**config.mk**
```make
export PLATFORM = sky130hd
export DESIGN_NAME = periodic_gain_gate
export DESIGN_NICKNAME = d
export VERILOG_FILES = /design/src/hw/rtl/pgg_pkg.sv /design/src/hw/rtl/periodic_gain_gate.sv
export VERILOG_INCLUDE_DIRS = /design/src /design/src/hw/rtl
export SDC_FILE = /design/constraint.sdc
export NUM_CORES = 1
export LEC_CHECK = 0
export ABC_AREA = 1
export BUFFER_PORTS_ARGS = -buffer_cell sky130_fd_sc_hd__buf_2
export CAP_MARGIN = 10
export CORE_MARGIN = 5
export CORE_UTILIZATION = 58
export CTS_CLUSTER_SIZE = 40
export DETAILED_ROUTE_END_ITERATION = 10
export HOLD_SLACK_MARGIN = 0.02
export PLACE_DENSITY = 0.85
export SYNTH_ARGS = -nofsm -noshare
export SYNTH_HDL_FRONTEND = slang
export SYNTH_SLANG_ARGS = --single-unit
```
**constraint.sdc**
```tcl
create_clock -name clk -period 8.4 [get_ports clk]
set_input_delay 2.1 -clock clk [delete_from_list [all_inputs] [get_ports clk]]
set_output_delay 2.1 -clock clk [all_outputs]
set_load 0.05 [all_outputs]
```
**src/hw/rtl/periodic_gain_gate_macros.svh**
```systemverilog
// Assertion macros used by the periodic gain gate RTL.
// Depends on a clock named clk and an active-low reset named rst_n in scope.
`ifndef PERIODIC_GAIN_GATE_MACROS_SVH
`define PERIODIC_GAIN_GATE_MACROS_SVH

// The consequent must hold in the same cycle as the antecedent.
`define PGG_ASSERT_NOW(label, ante, cons, msg) \
  label: assert property (@(posedge clk) disable iff (!rst_n) (ante) |-> (cons)) \
    else $error(msg);

// The consequent must hold in the cycle after the antecedent.
`define PGG_ASSERT_NEXT(label, ante, cons, msg) \
  label: assert property (@(posedge clk) disable iff (!rst_n) (ante) |=> (cons)) \
    else $error(msg);

`endif

```
**src/hw/rtl/pgg_pkg.sv**
```systemverilog
// Package for the periodic gain gate: default widths, register indexes,
// phase codes and reset values. No dependencies.
package pgg_pkg;

  localparam int SAMPLE_BITS_DEF    = 16;
  localparam int LENGTH_BITS_DEF    = 20;
  localparam int GAIN_FRAC_BITS_DEF = 47;

  localparam int FLOOR_BITS = 24;
  localparam int FLOOR_FRAC = 23;

  localparam int CFG_ADDR_BITS = 3;
  localparam logic [CFG_ADDR_BITS-1:0] REG_CEIL_LEN    = 3'd0;
  localparam logic [CFG_ADDR_BITS-1:0] REG_RELEASE_LEN = 3'd1;
  localparam logic [CFG_ADDR_BITS-1:0] REG_FLOOR_LEN   = 3'd2;
  localparam logic [CFG_ADDR_BITS-1:0] REG_ATTACK_LEN  = 3'd3;
  localparam logic [CFG_ADDR_BITS-1:0] REG_FLOOR_GAIN  = 3'd4;

  typedef logic [1:0] phase_t;
  localparam phase_t PH_CEIL    = 2'd0;
  localparam phase_t PH_RELEASE = 2'd1;
  localparam phase_t PH_FLOOR   = 2'd2;
  localparam phase_t PH_ATTACK  = 2'd3;

  localparam int unsigned CEIL_LEN_RST    = 32'd5468;
  localparam int unsigned RELEASE_LEN_RST = 32'd44;
  localparam int unsigned FLOOR_LEN_RST   = 32'd5468;
  localparam int unsigned ATTACK_LEN_RST  = 32'd44;
  localparam logic [FLOOR_BITS-1:0] FLOOR_GAIN_RST = 24'd3339654;

endpackage

```
**src/hw/rtl/periodic_gain_gate.sv**
```systemverilog
// Periodic gain gate: multiplies each audio sample by a four-phase gain envelope.
// Depends on pgg_pkg and periodic_gain_gate_macros.svh.
//
// Usage: one request on the in_ channel carries a signed sample in in_tdata and
// a restart flag in in_tuser; one request on the out_ channel returns the gated
// sample. Registers are written through cfg_wen/cfg_addr/cfg_wdata while idle.
// Each request is handled alone by a sequencer around a serial divider and a
// bit-serial shift-add multiplier. Within a phase a request goes from acceptance
// through the multiplier to out_tvalid. On entry to a phase the sequencer first
// checks up to four phases in turn for a nonzero phase length, and if one is found a
// restoring divider works out the gain step before the multiplier runs.
// in_tready rises together with out_tvalid, so a new request is accepted only
// once the previous result has been moved into the output register.
// in_tready is high whenever the sequencer is idle, even while a result waits
// in the output register. If the receiver stalls, the next request finishes its
// arithmetic and then holds until the output register is taken.
// Reset sets the default register values, the ceiling phase and unity gain.
// No clearing pass is needed; the block accepts requests right after reset.
`include "periodic_gain_gate_macros.svh"

module periodic_gain_gate #(
  parameter int SAMPLE_BITS    = pgg_pkg::SAMPLE_BITS_DEF,
  parameter int LENGTH_BITS    = pgg_pkg::LENGTH_BITS_DEF,
  parameter int GAIN_FRAC_BITS = pgg_pkg::GAIN_FRAC_BITS_DEF
) (
  input  logic                                   clk,
  input  logic                                   rst_n,
  input  logic                                   in_tvalid,
  output logic                                   in_tready,
  input  logic [((SAMPLE_BITS+7)/8)*8-1:0]       in_tdata,   // sample
  input  logic                                   in_tuser,   // restart
  output logic                                   out_tvalid,
  input  logic                                   out_tready,
  output logic [((SAMPLE_BITS+7)/8)*8-1:0]       out_tdata,  // gated_sample
  input  logic                                   cfg_wen,
  input  logic [pgg_pkg::CFG_ADDR_BITS-1:0]      cfg_addr,
  input  logic [(LENGTH_BITS > pgg_pkg::FLOOR_BITS ?
                 LENGTH_BITS : pgg_pkg::FLOOR_BITS)-1:0] cfg_wdata
);

  localparam int S      = SAMPLE_BITS;
  localparam int L      = LENGTH_BITS;
  localparam int GF     = GAIN_FRAC_BITS;
  localparam int G      = GAIN_FRAC_BITS + 1;
  localparam int FB     = pgg_pkg::FLOOR_BITS;
  localparam int DATA_W = ((SAMPLE_BITS+7)/8)*8;
  localparam int CNT_W  = $clog2((G > S ? G : S) + 1);
  localparam int FW_W   = G + FB;

  localparam logic [G-1:0] UNITY = {1'b1, {GF{1'b0}}};

  localparam logic [2:0] ST_IDLE   = 3'd0;
  localparam logic [2:0] ST_SEARCH = 3'd1;
  localparam logic [2:0] ST_DIV    = 3'd2;
  localparam logic [2:0] ST_MUL    = 3'd3;
  localparam logic [2:0] ST_FIN    = 3'd4;

  logic [2:0]           state_r, state_nxt;
  logic [CNT_W-1:0]     cnt_r, cnt_nxt;
  pgg_pkg::phase_t      phase_r, phase_nxt;
  logic [L-1:0]         remaining_r, remaining_nxt;
  logic [G-1:0]         gain_r, gain_nxt;
  logic [G:0]           step_r, step_nxt;
  logic [G-1:0]         dvd_r, dvd_nxt;
  logic [L-1:0]         rem_r, rem_nxt;
  logic                 dneg_r, dneg_nxt;
  logic [S-1:0]         mag_r, mag_nxt;
  logic                 sneg_r, sneg_nxt;
  logic [S+G-1:0]       prod_r, prod_nxt;
  logic [S-1:0]         out_data_r, out_data_nxt;
  logic                 out_valid_r, out_valid_nxt;
  logic [L-1:0]         ceil_len_r, ceil_len_nxt;
  logic [L-1:0]         rel_len_r, rel_len_nxt;
  logic [L-1:0]         floor_len_r, floor_len_nxt;
  logic [L-1:0]         att_len_r, att_len_nxt;
  logic [FB-1:0]        floor_gain_r, floor_gain_nxt;

  logic                 in_accept;
  logic [S-1:0]         raw;
  pgg_pkg::phase_t      phase_inc;
  logic [L-1:0]         inc_len;
  logic [L-1:0]         cur_len;
  logic [FB-1:0]        floor_clamped;
  logic [FW_W-1:0]      floor_wide;
  logic [G-1:0]         floor_g;
  logic [G-1:0]         target;
  logic [L:0]           trial;
  logic                 trial_ge;
  logic [L:0]           trial_diff;
  logic [G+1:0]         gain_sum;
  logic [S-1:0]         prod_hi;

  function automatic logic [L-1:0] len_of(input pgg_pkg::phase_t p,
                                          input logic [L-1:0] c,
                                          input logic [L-1:0] r,
                                          input logic [L-1:0] f,
                                          input logic [L-1:0] a);
    logic [L-1:0] v;
    case (p)
      pgg_pkg::PH_CEIL:    v = c;
      pgg_pkg::PH_RELEASE: v = r;
      pgg_pkg::PH_FLOOR:   v = f;
      default:             v = a;
    endcase
    return v;
  endfunction

  assign in_tready  = (state_r == ST_IDLE);
  assign in_accept  = in_tvalid && in_tready;
  assign out_tvalid = out_valid_r;
  assign out_tdata  = DATA_W'(out_data_r);
  assign raw        = in_tdata[S-1:0];

  assign phase_inc = phase_r + 2'd1;
  assign inc_len   = len_of(phase_inc, ceil_len_r, rel_len_r, floor_len_r, att_len_r);
  assign cur_len   = len_of(phase_r, ceil_len_r, rel_len_r, floor_len_r, att_len_r);

  // Floor gain is Q1.23; rescale to the gain format by constant shifts.
  assign floor_clamped = (floor_gain_r > FB'(1 << pgg_pkg::FLOOR_FRAC)) ?
                         FB'(1 << pgg_pkg::FLOOR_FRAC) : floor_gain_r;
  assign floor_wide    = (FW_W'(floor_clamped) << GF) >> pgg_pkg::FLOOR_FRAC;
  assign floor_g       = floor_wide[G-1:0];
  assign target        = (phase_inc == pgg_pkg::PH_RELEASE ||
                          phase_inc == pgg_pkg::PH_FLOOR) ? floor_g : UNITY;

  assign trial      = {rem_r, dvd_r[G-1]};
  assign trial_ge   = trial >= {1'b0, cur_len};
  assign trial_diff = trial - {1'b0, cur_len};

  assign gain_sum = {2'b00, gain_r} + {step_r[G], step_r};
  assign prod_hi  = prod_r[GF +: S];

  always_comb begin
    state_nxt      = state_r;
    cnt_nxt        = cnt_r;
    phase_nxt      = phase_r;
    remaining_nxt  = remaining_r;
    gain_nxt       = gain_r;
    step_nxt       = step_r;
    dvd_nxt        = dvd_r;
    rem_nxt        = rem_r;
    dneg_nxt       = dneg_r;
    mag_nxt        = mag_r;
    sneg_nxt       = sneg_r;
    prod_nxt       = prod_r;
    out_data_nxt   = out_data_r;
    out_valid_nxt  = out_valid_r && !out_tready;
    ceil_len_nxt   = ceil_len_r;
    rel_len_nxt    = rel_len_r;
    floor_len_nxt  = floor_len_r;
    att_len_nxt    = att_len_r;
    floor_gain_nxt = floor_gain_r;

    if (cfg_wen) begin
      case (cfg_addr)
        pgg_pkg::REG_CEIL_LEN:    ceil_len_nxt   = cfg_wdata[L-1:0];
        pgg_pkg::REG_RELEASE_LEN: rel_len_nxt    = cfg_wdata[L-1:0];
        pgg_pkg::REG_FLOOR_LEN:   floor_len_nxt  = cfg_wdata[L-1:0];
        pgg_pkg::REG_ATTACK_LEN:  att_len_nxt    = cfg_wdata[L-1:0];
        pgg_pkg::REG_FLOOR_GAIN:  floor_gain_nxt = cfg_wdata[FB-1:0];
        default: ;
      endcase
    end

    case (state_r)
      ST_IDLE: begin
        if (in_accept) begin
          sneg_nxt = raw[S-1];
          mag_nxt  = raw[S-1] ? (S'(0) - raw) : raw;
          prod_nxt = '0;
          if (in_tuser) begin
            phase_nxt     = pgg_pkg::PH_FLOOR;
            remaining_nxt = '0;
          end
          if (in_tuser || remaining_r == '0) begin
            cnt_nxt   = CNT_W'(3);
            state_nxt = ST_SEARCH;
          end else begin
            cnt_nxt   = CNT_W'(S - 1);
            state_nxt = ST_MUL;
          end
        end
      end
      ST_SEARCH: begin
        phase_nxt = phase_inc;
        if (inc_len != '0) begin
          remaining_nxt = inc_len;
          dneg_nxt      = !(target >= gain_r);
          dvd_nxt       = (target >= gain_r) ? (target - gain_r) : (gain_r - target);
          rem_nxt       = '0;
          cnt_nxt       = CNT_W'(G - 1);
          state_nxt     = ST_DIV;
        end else if (cnt_r == '0) begin
          remaining_nxt = '0;
          step_nxt      = '0;
          cnt_nxt       = CNT_W'(S - 1);
          state_nxt     = ST_MUL;
        end else begin
          cnt_nxt = cnt_r - CNT_W'(1);
        end
      end
      ST_DIV: begin
        rem_nxt = trial_ge ? trial_diff[L-1:0] : trial[L-1:0];
        dvd_nxt = {dvd_r[G-2:0], trial_ge};
        if (cnt_r == '0) begin
          step_nxt  = dneg_r ? ((G+1)'(0) - {1'b0, dvd_nxt}) : {1'b0, dvd_nxt};
          cnt_nxt   = CNT_W'(S - 1);
          state_nxt = ST_MUL;
        end else begin
          cnt_nxt = cnt_r - CNT_W'(1);
        end
      end
      ST_MUL: begin
        prod_nxt = {prod_r[S+G-2:0], 1'b0} + (mag_r[S-1] ? {{S{1'b0}}, gain_r} : '0);
        mag_nxt  = {mag_r[S-2:0], 1'b0};
        if (cnt_r == '0) begin
          state_nxt = ST_FIN;
        end else begin
          cnt_nxt = cnt_r - CNT_W'(1);
        end
      end
      ST_FIN: begin
        if (!out_valid_r || out_tready) begin
          out_data_nxt  = sneg_r ? (S'(0) - prod_hi) : prod_hi;
          out_valid_nxt = 1'b1;
          if (gain_sum[G+1]) begin
            gain_nxt = '0;
          end else if (gain_sum[G:0] > {1'b0, UNITY}) begin
            gain_nxt = UNITY;
          end else begin
            gain_nxt = gain_sum[G-1:0];
          end
          if (remaining_r != '0) begin
            remaining_nxt = remaining_r - L'(1);
          end
          state_nxt = ST_IDLE;
        end
      end
      default: begin
        state_nxt = ST_IDLE;
      end
    endcase
  end

  always_ff @(posedge clk) begin
    if (!rst_n) begin
      state_r      <= ST_IDLE;
      cnt_r        <= '0;
      phase_r      <= pgg_pkg::PH_CEIL;
      remaining_r  <= L'(pgg_pkg::CEIL_LEN_RST);
      gain_r       <= UNITY;
      step_r       <= '0;
      out_valid_r  <= 1'b0;
      ceil_len_r   <= L'(pgg_pkg::CEIL_LEN_RST);
      rel_len_r    <= L'(pgg_pkg::RELEASE_LEN_RST);
      floor_len_r  <= L'(pgg_pkg::FLOOR_LEN_RST);
      att_len_r    <= L'(pgg_pkg::ATTACK_LEN_RST);
      floor_gain_r <= pgg_pkg::FLOOR_GAIN_RST;
    end else begin
      state_r      <= state_nxt;
      cnt_r        <= cnt_nxt;
      phase_r      <= phase_nxt;
      remaining_r  <= remaining_nxt;
      gain_r       <= gain_nxt;
      step_r       <= step_nxt;
      out_valid_r  <= out_valid_nxt;
      ceil_len_r   <= ceil_len_nxt;
      rel_len_r    <= rel_len_nxt;
      floor_len_r  <= floor_len_nxt;
      att_len_r    <= att_len_nxt;
      floor_gain_r <= floor_gain_nxt;
    end
  end

  always_ff @(posedge clk) begin
    dvd_r      <= dvd_nxt;
    rem_r      <= rem_nxt;
    dneg_r     <= dneg_nxt;
    mag_r      <= mag_nxt;
    sneg_r     <= sneg_nxt;
    prod_r     <= prod_nxt;
    out_data_r <= out_data_nxt;
  end

  `PGG_ASSERT_NEXT(a_busy_after_accept, in_accept, state_r != ST_IDLE, "Sequencer idle after a request was accepted.")
  `PGG_ASSERT_NOW(a_gain_in_range, 1'b1, gain_r <= UNITY, "Gain exceeds unity.")
  `PGG_ASSERT_NOW(a_div_nonzero_len, state_r == ST_DIV, cur_len != '0, "Division started on a zero phase length.")
  `PGG_ASSERT_NOW(a_out_from_fin, $rose(out_valid_r), $past(state_r) == ST_FIN, "Result appeared without finishing a request.")

endmodule

```
# [Yosys cells after proc, flatten, opt, wreduce, memory -nomap -nowiden]
# Index checks and enable logic that the tools add are counted.
[totals] regBits=398 in_bits=49 out_inout_bits=18 wordCells=142
[classes] add_sub_neg=11 magnitude_cmp=4 eq_ne=23 muxes=49 n_reduce_logical=36
[op_table] op="two-way mux 48 bit" n=6
[op_table] op="two-way mux 49 bit" n=4
[op_table] op="one-hot mux 20 bit (3 select lines)" n=3
[op_table] op="two-way mux 20 bit" n=8
[op_table] op="one-hot mux 63 bit (2 select lines)" n=1
[op_table] op="one-hot mux 49 bit (2 select lines)" n=1
[op_table] op="one-hot mux 48 bit (2 select lines)" n=1
[op_table] op="subtractor 48 bit" n=2
[op_table] op="adder 63 x 48 -> 63 bit" n=1
[op_table] op="two-way mux 63 bit" n=1
[op_table] op="adder 49 x 49 -> 50 bit" n=1
[op_table] op="greater-than comparator 49 x 48 -> 1 bit, second input constant" n=1
[op_table] op="subtractor 1 x 48 -> 49 bit, first input constant" n=1
[op_table] op=">= comparator 48 bit" n=1
[op_table] op="two-way mux 16 bit" n=3
[op_table] op="one-hot mux 20 bit (2 select lines)" n=1
[op_table] op="nonzero test 20 bit" n=2
[op_table] op="one-hot mux 16 bit (2 select lines)" n=1
[op_table] op="subtractor 1 x 16 -> 16 bit, first input constant" n=2
[op_table] op="greater-than comparator 24 bit, second input constant" n=1
[op_table] op="two-way mux 24 bit" n=1
[op_table] op="two-way mux 6 bit" n=4
[op_table] op="one-hot mux 6 bit (4 select lines)" n=1
[op_table] op=">= comparator 21 x 20 -> 1 bit" n=1
[op_table] op="other kinds (32)" n=74

# [Longest topological paths before layout]
[logic_depth] ltp_word=8 depth_mapped=31 mapped_depth_nobuf=29

# [Worst setup path after synthesis]
# OpenSTA, ideal clock, no wires.
[synth_path] kind="in2reg" from="input in_tvalid" to="register mag_r[0] (enable)" setup_time_ps=626 t_arrival_ps=7685 required_ps=7774 slack_ps=89 stages=2 path_buffers=0 path_cell_list="inv_1 > o21ai_0"
[synth_between] elab_chain_cells=3
[synth_lines] element="from (decl)" line_no="periodic_gain_gate.sv:28" text="input logic in_tvalid,"
[synth_lines] element="logical AND 1 bit" line_no="periodic_gain_gate.sv:109" text="assign in_accept = in_tvalid && in_tready;"
[synth_lines] element="!= test 2 x 1 -> 1 bit (no line)"
[synth_lines] element="AND reduction 2 bit (no line)"
[synth_lines] element="to (signal assigned)" line_no="periodic_gain_gate.sv:279" text="mag_r <= mag_nxt;"
[synth_lines] element="to (decl)" line_no="periodic_gain_gate.sv:67" text="logic [S-1:0] mag_r, mag_nxt;"
# Every way passes these cells.
# A chain may end at the register's enable or synchronous reset.

# [Final worst setup path]
[layout_path] from="register phase_r[1]" to="register step_r[46]"
[layout_between] elab_chain_cells=7 elab_cells_between_ends=17 cone_classes="2 x add/sub; 1 x order compare; 5 x eq/ne; 5 x mux; 4 x reduce/logical"
[layout_lines] element="from (decl)" line_no="periodic_gain_gate.sv:60" text="pgg_pkg::phase_t phase_r, phase_nxt;"
[layout_lines] element="from (signal assigned)" line_no="periodic_gain_gate.sv:249" text="phase_r <= pgg_pkg::PH_CEIL;"
[layout_lines] element="from (signal assigned)" line_no="periodic_gain_gate.sv:262" text="phase_r <= phase_nxt;"
[layout_lines] element="== test 2 bit (tied with other cells)" line_no="periodic_gain_gate.sv:99" text="case (p)"
[layout_lines] element="one-hot mux 20 bit (3 select lines)" line_no="periodic_gain_gate.sv:99"
[layout_lines] element=">= comparator 21 x 20 -> 1 bit" line_no="periodic_gain_gate.sv:127" text="assign trial_ge = trial >= {1'b0, cur_len};"
[layout_lines] element="subtractor 1 x 48 -> 49 bit" line_no="periodic_gain_gate.sv:206" text="step_nxt = dneg_r ? ((G+1)'(0) - {1'b0, dvd_nxt}) : {1'b0, dvd_nxt};"
[layout_lines] element="two-way mux 49 bit" line_no="periodic_gain_gate.sv:206"
[layout_lines] element="two-way mux 49 bit" line_no="periodic_gain_gate.sv:205" text="if (cnt_r == '0) begin"
[layout_lines] element="one-hot mux 49 bit (2 select lines)" line_no="periodic_gain_gate.sv:165" text="case (state_r)"
[layout_lines] element="to (signal assigned)" line_no="periodic_gain_gate.sv:265" text="step_r <= step_nxt;"
[layout_lines] element="to (decl)" line_no="periodic_gain_gate.sv:63" text="logic [G:0] step_r, step_nxt;"
# Parallel ways exist; a longest one is shown, timed or not. The select of a mux whose other input is x is not followed.

==> flow_metrics.env <==
export IMPL_seqPwrFrac_pct=31.9
export IMPL_period_minus_slack_ns=5.85
export IMPL_first_global_vias=28700
export IMPL_cts_max_level=2
export IMPL_placed_area_um2=31700
export IMPL_synthMuxAreaShare_pct=0
export IMPL_drive_gt1_share_pct=5.87
export IMPL_syn_to_final_growth_pct=7.17
export IMPL_synth_simple_gate_area_share_pct=27.6
export IMPL_wirelength_mm=97.5
export IMPL_grt_first_pass_wirelength_mm=152
export IMPL_rsz0062_at_grt="false"
export IMPL_io_pins=67
export IMPL_leakage_nw=15.2
export IMPL_antenna_found_initial=2
export IMPL_finalCritPeriodShare_pct=69.6
export IMPL_swShare_pct=45.7
export IMPL_synthesis_nets=4970
export IMPL_synth_area_um2=31000
export IMPL_yosys_warnings=0
export IMPL_setup_viol=0
export IMPL_synth_adder_area_share_pct=7.37
export IMPL_crit_path_frequent_cell="nand2_1"
export IMPL_dp_final_hpwl_mm=74.3
export IMPL_numCtsBuffers=44
export IMPL_start_kind="register"
export IMPL_std_cell_rows=84
export IMPL_hold_buffers=0
export IMPL_multi_input_area_um2=17900
export IMPL_drc=0
export IMPL_arrival_ns=6.37
export IMPL_num_vias=31800
export IMPL_switchingPower_mw=4.21
export IMPL_fin_area_um2=33200
export IMPL_outcome="finished clean"
export IMPL_syn_inst=4741
export IMPL_clk_latency_ns=0.61
export IMPL_synth_avg_cell_area_um2=6.53
export IMPL_routedWlPerCell_um=17.9
export IMPL_fin_util_pct=62.9
export IMPL_yosysSeqAreaShare_pct=31.1
export IMPL_grt_max_degree=84
export IMPL_vias_per_cell=5.82
export IMPL_cts_setup_buffers=0
export IMPL_gp_congestion=1.03
export IMPL_synth_cell_type_count=54
export IMPL_endpoint_kind="register"
export IMPL_dieHeight_um=241
export IMPL_diodes=0
export IMPL_slew_headroom_pct=20.4
export IMPL_cts_buffer_depth=3
export IMPL_slowest_stage="clkinv_1"
export IMPL_drtIter0Drc=3774
export IMPL_postRouteAntennaNets=0
export IMPL_grt_total_usage_pct=32.4
export IMPL_fin_cells=5457
export IMPL_synth_top_family_by_area="simple AND/OR/NAND/NOR gates"
export IMPL_power_internal_mw=5.00
export IMPL_dr_pass1_iters=7
export IMPL_synth_ff_type="dfxtp_1"
export IMPL_worstPathRequired_ns=8.92
export IMPL_dp_cells=5377
export IMPL_start_util_pct=58.7
export IMPL_synth_seq_cells=398
export IMPL_p_clk_share_pct=21.1
export IMPL_hold_viol=0
export IMPL_ff_latch_area_um2=9620
export IMPL_critPathKind="reg2reg"
export IMPL_synth_xor_area_share_pct=3.34
export IMPL_async_reset_ff_share_pct=0
export IMPL_peakVddDrop_mv=0.374
export IMPL_critical_path_top_delay_family="simple AND/OR/NAND/NOR gates"
export IMPL_worstPathMaxFanout=37
export IMPL_overflow=0
export IMPL_clk_pin_slew_ns=0.06
export IMPL_cts_repair_resized=0
export IMPL_fmax_ghz=0.171
export IMPL_cts_root_buf="clkbuf_16"
export IMPL_tightestPinTransition_ns=1.19
export IMPL_power_density_nw_per_um2=278
export IMPL_fp_dieArea_um2=58100
export IMPL_die_x_um=241
export IMPL_path_buf_inv=4
export IMPL_finalMaxSlewViolations=0
export IMPL_nets=4964
export IMPL_final_common_cell="nand2_1"
export IMPL_clock_sinks=398
export IMPL_synth_edf_count=165
export IMPL_synth_compound_area_share_pct=19.5
export IMPL_finClkSkew_ns=0.0511
export IMPL_portBuffers=66
export IMPL_fill_cells=4903
export IMPL_hold_path_class="reg2reg"
export IMPL_cp_slowest_stage_delay_ns=0.80
export IMPL_core_area_um2=52800
export IMPL_cts_tree="done"
export IMPL_tns_ns=0
export IMPL_max_cap_viol_count=0
export IMPL_pwr_share_comb_pct=47.0
export IMPL_final_cell_mix="nand2_1 (1182), inv_1 (738), nor2_1 (465)"
worst register-to-register path, stage by stage (launching register included):
cell and delay (ns):
dfxtp_1 0.36, inv_1 0.12, ha_1 0.25, clkinv_1 0.80
o22ai_1 0.43, o22ai_1 0.14, ha_1 0.39, a21oi_1 0.14
nand2_1 0.10, a21oi_2 0.23, o21ai_1 0.17, nand3_1 0.10
nand2_1 0.07, inv_1 0.18, ha_1 0.25, nand4_1 0.13
inv_1 0.10, nand2_1 0.08, nor3_1 0.30, nand2_1 0.21
nor2_1 0.16, nand3_1 0.20, nand2_1 0.16, o21ai_0 0.14
a21oi_1 0.21, xnor2_1 0.13, nand2_1 0.07, a21oi_1 0.14
layout make-up:
cell class | count | share of cell area, %
clock inverters | 22 | 0.569
flip-flops and latches | 398 | 29.0
repair buffers | 88 | 1.50
inverters | 757 | 8.57
clock buffers | 58 | 3.76
well taps | 688 | 2.59
multi-input cells | 3446 | 54.0
synthesized netlist by cell type (9+ instances only):
master    count  area share [%]
buf_2        20            0.32
nand3_1     166             2.7
xnor2_1      45             1.3
edfxtp_1    165              16
dfxtp_1     233              15
o21bai_1     10            0.24
buf_1        10            0.12
a21oi_2      31            0.88
nor3_1       80             1.3
a211oi_1     10            0.24
inv_1       739             9.0
nor4_1       25            0.51
o21ai_1      13            0.21
clkbuf_1    105             1.3
a21oi_1     429             6.9
or2_2         9            0.18
a21o_1       11            0.27
inv_2        13            0.16
nor2_1      468             5.7
o31ai_1       9            0.22
o211ai_1     44             1.1
a31oi_1      37            0.75
xor2_1       73             2.1
o21ai_0     361             5.8
o21a_1       24            0.58
nand2_2      41            0.83
nand3b_1     20            0.48
nor2_2       17            0.34
o22ai_1      80             1.6
nand4_1      41            0.83
ha_1        176             7.1
nand2_1    1184              14
registers in the layout (all words and copies together) (netlist names):
signal and flops:
floor_len_r 20, dvd_r 48, gain_r 48, out_tdata 16, step_r 49, state_r 3, mag_r 16, cnt_r 6
sneg_r 1, rel_len_r 20, remaining_r 20, phase_r 2, att_len_r 20, ceil_len_r 20, out_tvalid 1, dneg_r 1
floor_gain_r 24, prod_r 63, rem_r 20
per-layer routing:
metal,up-vias,part of all wire [%],global-route usage (%)
li1,15500,-,-
met3,310,11,8.26
met5,-,0.0072,0
met2,1593,42,49.2
met1,14300,41,43.6
met4,2,5.4,15.1
per-stage QoR:
step | hold WS, ns | power [mW] | setup WS [ns]
2_1_floorplan | 0.439 | 6.24 | 0.0886
3_3_place_gp | 0.464 | 7.11 | 3.06
3_5_place_dp | 0.474 | 7.17 | 2.83
4_1_cts | 0.483 | 9.11 | 2.76
5_1_grt | 0.508 | 9.79 | 1.83
6_report | 0.482 | 9.21 | 2.55
cells by family after synthesis:
family,Yosys count
buffers and inverters,897
AO/OA/AOI/OAI,1082
adder cells (fa/ha/maj),180
AND/OR/NAND/NOR,2066
flip-flops,398
XOR/XNOR,118
power groups by stage:
stage / combinational [mW] / clock (mW) / sequential (mW)
2_1_floorplan: 3.39 / 0 / 2.85
3_3_place_gp: 4.16 / 0 / 2.95
3_5_place_dp: 4.21 / 0 / 2.96
4_1_cts: 4.23 / 1.95 / 2.93
5_1_grt: 4.79 / 2.04 / 2.97
6_report: 4.33 / 1.94 / 2.94
final timing paths:
path | start | to | slack, ns | cells past startpoint
worst max-delay path | phase_r[1] | step_r[46] | 2.55 | 27
worst min register to register | step_r[6] | step_r[6] | 0.48 | 2
worst min-delay path | step_r[6] | step_r[6] | 0.48 | 2
worst max register to register | phase_r[1] | step_r[46] | 2.55 | 27
Note: power is estimated with default switching activity, not from simulation.
